[src/rtl/vfc_pkg.sv]
// ----------------------------------------------------------------------------
// vfc_pkg
// Shared types, codes and constants for the voxel face culling block.
// ----------------------------------------------------------------------------
package vfc_pkg;

    // Default chunk geometry and stored type width.
    localparam int VFC_SIZE_X    = 16;
    localparam int VFC_SIZE_Y    = 256;
    localparam int VFC_SIZE_Z    = 16;
    localparam int VFC_TYPE_BITS = 8;

    // Field widths fixed by the stream format.
    localparam int VCOUNT_W = 21;
    localparam int S_DATA_W = 32;
    localparam int S_USER_W = 2;
    localparam int M_DATA_W = 56;

    // Request codes carried on s_tuser.
    localparam logic [1:0] REQ_WRITE = 2'd0;
    localparam logic [1:0] REQ_MESH  = 2'd1;
    localparam logic [1:0] REQ_BEGIN = 2'd2;

    // Face directions in visiting order.
    localparam logic [2:0] DIR_PX    = 3'd0;
    localparam logic [2:0] DIR_NX    = 3'd1;
    localparam logic [2:0] DIR_PY    = 3'd2;
    localparam logic [2:0] DIR_NY    = 3'd3;
    localparam logic [2:0] DIR_PZ    = 3'd4;
    localparam logic [2:0] DIR_NZ    = 3'd5;
    localparam logic [2:0] DIR_COUNT = 3'd6;

    // Q0.8 shading: top is 1.0 saturated, bottom 0.4, sides 0.7.
    localparam logic [7:0] LIGHT_TOP    = 8'd255;
    localparam logic [7:0] LIGHT_BOTTOM = 8'd102;
    localparam logic [7:0] LIGHT_SIDE   = 8'd179;

    // Commands from the controller to the datapath.
    typedef struct packed {
        logic       latch_item;
        logic       mem_write;
        logic       clr_vcount;
        logic       rd_center;
        logic       take_center;
        logic       rd_nbr;
        logic [2:0] dir;
        logic       check;
        logic       load_face;
    } vfc_cmd_t;

    // Status from the datapath to the controller.
    typedef struct packed {
        logic [1:0] req;
        logic       in_range;
        logic       solid;
        logic       mask_empty;
        logic       out_free;
    } vfc_status_t;

    // Shade for one face direction.
    function automatic logic [7:0] face_light(input logic [2:0] dir);
        logic [7:0] lvl;
        case (dir)
            DIR_PY:  lvl = LIGHT_TOP;
            DIR_NY:  lvl = LIGHT_BOTTOM;
            default: lvl = LIGHT_SIDE;
        endcase
        return lvl;
    endfunction

endpackage

[src/rtl/vfc_ctrl.sv]
// ----------------------------------------------------------------------------
// vfc_ctrl
// Sequencer for one item at a time: dispatch, center read, six neighbor
// reads through the single store port, then face emission.
// ----------------------------------------------------------------------------
module vfc_ctrl
    import vfc_pkg::*;
(
    input  logic        clk,
    input  logic        rst_n,
    input  logic        s_tvalid,
    output logic        s_tready,
    input  vfc_status_t status,
    output vfc_cmd_t    cmd
);

    localparam logic [2:0] S_IDLE     = 3'd0;
    localparam logic [2:0] S_DISPATCH = 3'd1;
    localparam logic [2:0] S_CENTER   = 3'd2;
    localparam logic [2:0] S_NBR      = 3'd3;
    localparam logic [2:0] S_EMIT     = 3'd4;

    logic [2:0] state_reg, state_next;
    logic [2:0] dir_reg, dir_next;

    // State and neighbor counter registers.
    always_ff @(posedge clk or negedge rst_n)
    begin
        if (!rst_n)
        begin
            state_reg <= S_IDLE;
            dir_reg   <= DIR_PX;
        end
        else
        begin
            state_reg <= state_next;
            dir_reg   <= dir_next;
        end
    end

    assign s_tready = (state_reg == S_IDLE);

    // Next state and command decode.
    always_comb
    begin
        state_next = state_reg;
        dir_next   = dir_reg;
        cmd        = '0;
        case (state_reg)
            S_IDLE:
            begin
                if (s_tvalid)
                begin
                    cmd.latch_item = 1'b1;
                    state_next     = S_DISPATCH;
                end
            end
            S_DISPATCH:
            begin
                state_next = S_IDLE;
                case (status.req)
                    REQ_WRITE: cmd.mem_write  = 1'b1;
                    REQ_BEGIN: cmd.clr_vcount = 1'b1;
                    REQ_MESH:
                    begin
                        if (status.in_range)
                        begin
                            cmd.rd_center = 1'b1;
                            state_next    = S_CENTER;
                        end
                    end
                    default: state_next = S_IDLE;
                endcase
            end
            S_CENTER:
            begin
                cmd.take_center = 1'b1;
                if (status.solid)
                begin
                    cmd.rd_nbr = 1'b1;
                    cmd.dir    = DIR_PX;
                    dir_next   = DIR_NX;
                    state_next = S_NBR;
                end
                else
                begin
                    state_next = S_IDLE;
                end
            end
            S_NBR:
            begin
                // Each cycle checks the neighbor read last cycle and issues the next.
                cmd.check = 1'b1;
                if (dir_reg == DIR_COUNT)
                begin
                    state_next = S_EMIT;
                end
                else
                begin
                    cmd.rd_nbr = 1'b1;
                    cmd.dir    = dir_reg;
                    dir_next   = dir_reg + 3'd1;
                end
            end
            S_EMIT:
            begin
                if (status.mask_empty)
                begin
                    state_next = S_IDLE;
                end
                else if (status.out_free)
                begin
                    cmd.load_face = 1'b1;
                end
            end
            default: state_next = S_IDLE;
        endcase
    end

endmodule

[config.mk]
export PLATFORM = sky130hd
export DESIGN_NAME = vfc_ctrl
export DESIGN_NICKNAME = d
export VERILOG_FILES = /design/src/rtl/vfc_pkg.sv /design/src/rtl/vfc_ctrl.sv
export SDC_FILE = /design/constraint.sdc
export NUM_CORES = 1
export LEC_CHECK = 0
export BUFFER_PORTS_ARGS = -buffer_cell sky130_fd_sc_hd__buf_2
export CAP_MARGIN = 40
export CELL_PAD_IN_SITES_DETAIL_PLACEMENT = 0
export CELL_PAD_IN_SITES_GLOBAL_PLACEMENT = 1
export CORE_AREA = 2 2 39 41
export CTS_CLUSTER_DIAMETER = 50
export DETAILED_ROUTE_END_ITERATION = 16
export DIE_AREA = 0 0 41 43
export PLACE_DENSITY_LB_ADDON = 0.3
export SETUP_SLACK_MARGIN = 0.05
export SYNTH_ARGS = -nofsm -noshare
export SYNTH_HDL_FRONTEND = slang
export SYNTH_SLANG_ARGS = --single-unit
[constraint.sdc]
create_clock -name clk -period 4 [get_ports clk]
set_input_delay 0.8 -clock clk [delete_from_list [all_inputs] [get_ports clk]]
set_output_delay 0.8 -clock clk [all_outputs]
set_load 0.02 [all_outputs]
### After elaboration in Yosys (flattened, before gate mapping)

Cells that the tools add are included.
Widths: inputs -> output; s select.

* register bits after elaboration: 6
* input bits: 9
* output and inout port bits: 12
* logic and storage cells: 45

* $add $sub $neg: 1
* equal/unequal tests: 12
* mux-type cells: 25
* reductions and logical operators: 5

Operators by type and width (number)
* $mux 3: 7
* $pmux 3 s5: 1
* $mux 1: 11
* $ne 2x2->1 const B: 5
* $mux 4: 2
* $pmux 4 s2: 1
* $eq 3x2->1 const B: 2
* $eq 3x3->1 const B: 2
* $pmux 3 s2: 1
* $reduce_and 3->1: 2
* $mux 2: 2
* $add 3x1->3 const B: 1
* $eq 3x1->1 const B: 1
* $logic_not 3->1: 1
* $eq 2x1->1 const B: 1
* $eq 2x2->1 const B: 1
* $logic_not 2->1: 1
* $reduce_bool 2->1: 1

### Longest topological paths before layout

* word-level depth: 3
* mapped depth: 4
* depth with buffers taken out: 4

### Least setup slack after synthesis

No wires, ideal clock.

* kind: reg-to-output
* start point: register state_reg[1]
* end point: output port cmd[8] (netlist name)
* arrival: 1.354 ns
* required time: 3.200 ns
* path slack: 1.846 ns
* stages on the path, launching flop included: 3
* buffers on the path: 0
* path through: dfrtp_1 or3b_1 nor3b_1

RTL lines
* start, declared: RTL line vfc_ctrl.sv:23 `logic [2:0] state_reg, state_next;`
* start signal, assigned: RTL line vfc_ctrl.sv:36 `state_reg <= state_next;`
* end, declared: RTL line vfc_ctrl.sv:14 `output vfc_cmd_t cmd`

==> results.tsv <==
metric	value	unit
status	finished, final reports clean	
Critical Path Start	status[2]	
sequential share of the synthesized area	39.6	%
Critical Path RT	3200	ps
drt first pass iters	3	
drt total wl	757	um
Worst Path Arrival	1510	ps
GPL Wtd Cong	0.642	
RSZ-0062 raised after global routing	false	
reg2reg start	dir_reg[0]$_DFFE_PN0P_	
H-tree level count	1	
area of the multi-input gates	214	um^2
Yosys reg bits	6	
Power Density	480	nW/um^2
CP max stage delay	370	ps
Psw	97.3	uW
syn avg cell area	9.48	um^2
Yosys top cell area share	39.6	%
post-route minimum period	2310	ps
initial antenna violation count	0	
DR iter-0 viols	3	
Hold Buf Count CTS	0	
total core area	1380	um^2
final hold viol count	0	
GR met2 Demand/Resource	13.8	%
chip height	43	um
via/cell ratio	4.42	
largest cells by area after synthesis	dfrtp_1 40%, nor3b_1 7.9%, ha_1 6.6%	
Comb power frac	39.9	%
worst hold path type	in2async	
n_diodes	0	
Clock Latency Late Sink	240	ps
kind of critical path	in2out	
crit-path cells	buf_2 > nor2_1 > a311o_1 > inv_1 > buf_2	
Int Pwr	153	uW
Setup Skew	3.36	ps
cts bufs inserted	3	
Wirelength per Cell	9.58	um
total gr overflow	0	
Area Overhead vs Synth	37.6	%
TritonCTS clock tree	built	
max frequency	433	MHz
Final Core Density	37.7	%
final cycle utilization of the critical path	57.7	%
Seq. cell area	150	um^2
leak pwr	0.000320	uW
Post-Synthesis Cell Area	379	um^2
Max rail drop VDD	0.203	mV
Die W	41	um
Clk pwr share	21.3	%
initial core utilization	27.4	%
vias in the first global route	297	
Max-cap violations	0	
crit-path most repeated cell	buf_2	
port bufs	20	
Clock Path Buffers	2	
post-DP HPWL	606	um
# IOs	21	
Netlist cell types	20	
final setup vio count	0	
first-pass GRT wire length	1250	um
share of power burned in registers	38.8	%
largest net degree at the start of global routing	8	
Remaining DRCs	0	
Slew HR	82.5	%
Clock Root Buffer	clkbuf_4	
vias	349	
largest area contributor in the netlist	dfrtp_1	
Net count, final	76	
endpoint type of the worst setup path	output port	
Rows	14	
GRT busiest layer	met1	
cell count after placement	76	
clock-pin transition on the worst setup and hold timing paths	40	ps
Switching Share	38.9	%
Layout Cells excl Fill	79	
Filler cells	139	
setup TNS	0	ps
worst hold margin	376	ps
Ys Warns	0	
Post-CTS Setup Inserts	0	
crit-path max FO	6	
Critical Path Start Type	input port	
total track usage	10.9	%
M1 GR Usage	14.2	%
max-slew violations	0	
GR Layer Usage met3	3.14	%
Clock Sink Count	6	
Syn Inst Count	40	
post-route ant nets	0	
share of layout cells above drive strength 1	39.7	%
net count after synthesis	51	
die footprint	1760	um^2
CTS resizes	0	
worst slew pin tran	263	ps
critical path's slowest cell	a311o_1	
metrics by stage:
stage | total power, uW | worst slack (ps) | instance area (um^2)
finish | 250 | 1690 | 522
global route | 275 | 1550 | 522
CTS | 256 | 1670 | 522
detailed placement | 199 | 1690 | 499
global placement | 201 | 1680 | 499
floorplan | 167 | 1850 | 379
layout by cell type, fill, tap and decap left out:
master / netlist / final
buf_2: 0 / 20
nand2_1: 3 / 3
nor2b_1: 1 / 1
and3_1: 1 / 1
a21oi_1: 1 / 1
dfrtp_1: 6 / 6
a32o_1: 1 / 1
nor2_1: 4 / 4
nor3b_1: 4 / 4
ha_1: 2 / 2
a211o_1: 1 / 1
or3b_1: 1 / 1
mux2_4: 1 / 1
nor3_2: 1 / 1
clkbuf_4: 0 / 3
nand3b_1: 1 / 1
nor3_1: 2 / 2
inv_1: 4 / 4
a311o_1: 1 / 1
nand2b_1: 2 / 2
and2_1: 2 / 2
mux2i_1: 1 / 1
path summary, 6_finish.rpt:
kind	endpoint	slack, ps	cells after the start
setup / recovery	cmd[5]	1690	5
hold / removal	dir_reg[0]$_DFFE_PN0P_	380	1
setup reg to reg	dir_reg[1]$_DFFE_PN0P_	2530	4
hold reg to reg	dir_reg[1]$_DFFE_PN0P_	570	1
max in group asynchronous	state_reg[2]$_DFFE_PN0P_	3480	1
min in group clk	dir_reg[1]$_DFFE_PN0P_	570	1
cell families after synthesis:
family	Yosys count	synth area share [%]
AO/OA/AOI/OAI	4	8.91
buffers and inverters	4	3.96
multiplexers	2	6.60
flip-flops	6	39.6
adder cells (fa/ha/maj)	2	6.60
AND/OR/NAND/NOR	22	34.3
per-layer routing:
metal	routed length [um]	vias to the layer above
li1	-	185
met1	383	149
met2	315	15
met3	58	0
met4	0	0
met5	0	-
Yosys cell counts:
| cell | n |
|---|---|
| ha_1 | 2 |
| a211o_1 | 1 |
| nor2_1 | 4 |
| inv_1 | 4 |
| nand2_1 | 3 |
| a311o_1 | 1 |
| nand3b_1 | 1 |
| nand2b_1 | 2 |
| and2_1 | 2 |
| and3_1 | 1 |
| mux2_4 | 1 |
| nor3b_1 | 4 |
| a32o_1 | 1 |
| a21oi_1 | 1 |
| dfrtp_1 | 6 |
| nor3_1 | 2 |
| nor3_2 | 1 |
| nor2b_1 | 1 |
| mux2i_1 | 1 |
| or3b_1 | 1 |
final cells by class:
class                   instances  area share, %
inverters                       4           2.88
well taps                      16           3.84
multi-input cells              30           41.0
clock buffers                   3           4.32
flip-flops and latches          6           28.8
repair buffers                 20           19.2
power groups by stage:
stage	clock network [uW]	registers, uW	logic, uW
2_1_floorplan	0	93.5	73.8
3_3_place_gp	0	98.3	102
3_5_place_dp	0	98.0	101
4_1_cts	56.9	97.2	102
5_1_grt	61.5	102	111
6_report	53.3	97.1	99.8
worst max-delay path, delay by kind of cell:
| kind | cells | cell delay (ps) |
|---|---|---|
| AOI/OAI and AO/OA | 1 | 370 |
| buffers and inverters | 3 | 300 |
| and+or+nand+nor | 1 | 30 |
No activity file was read; power rests on OpenSTA's default activity.
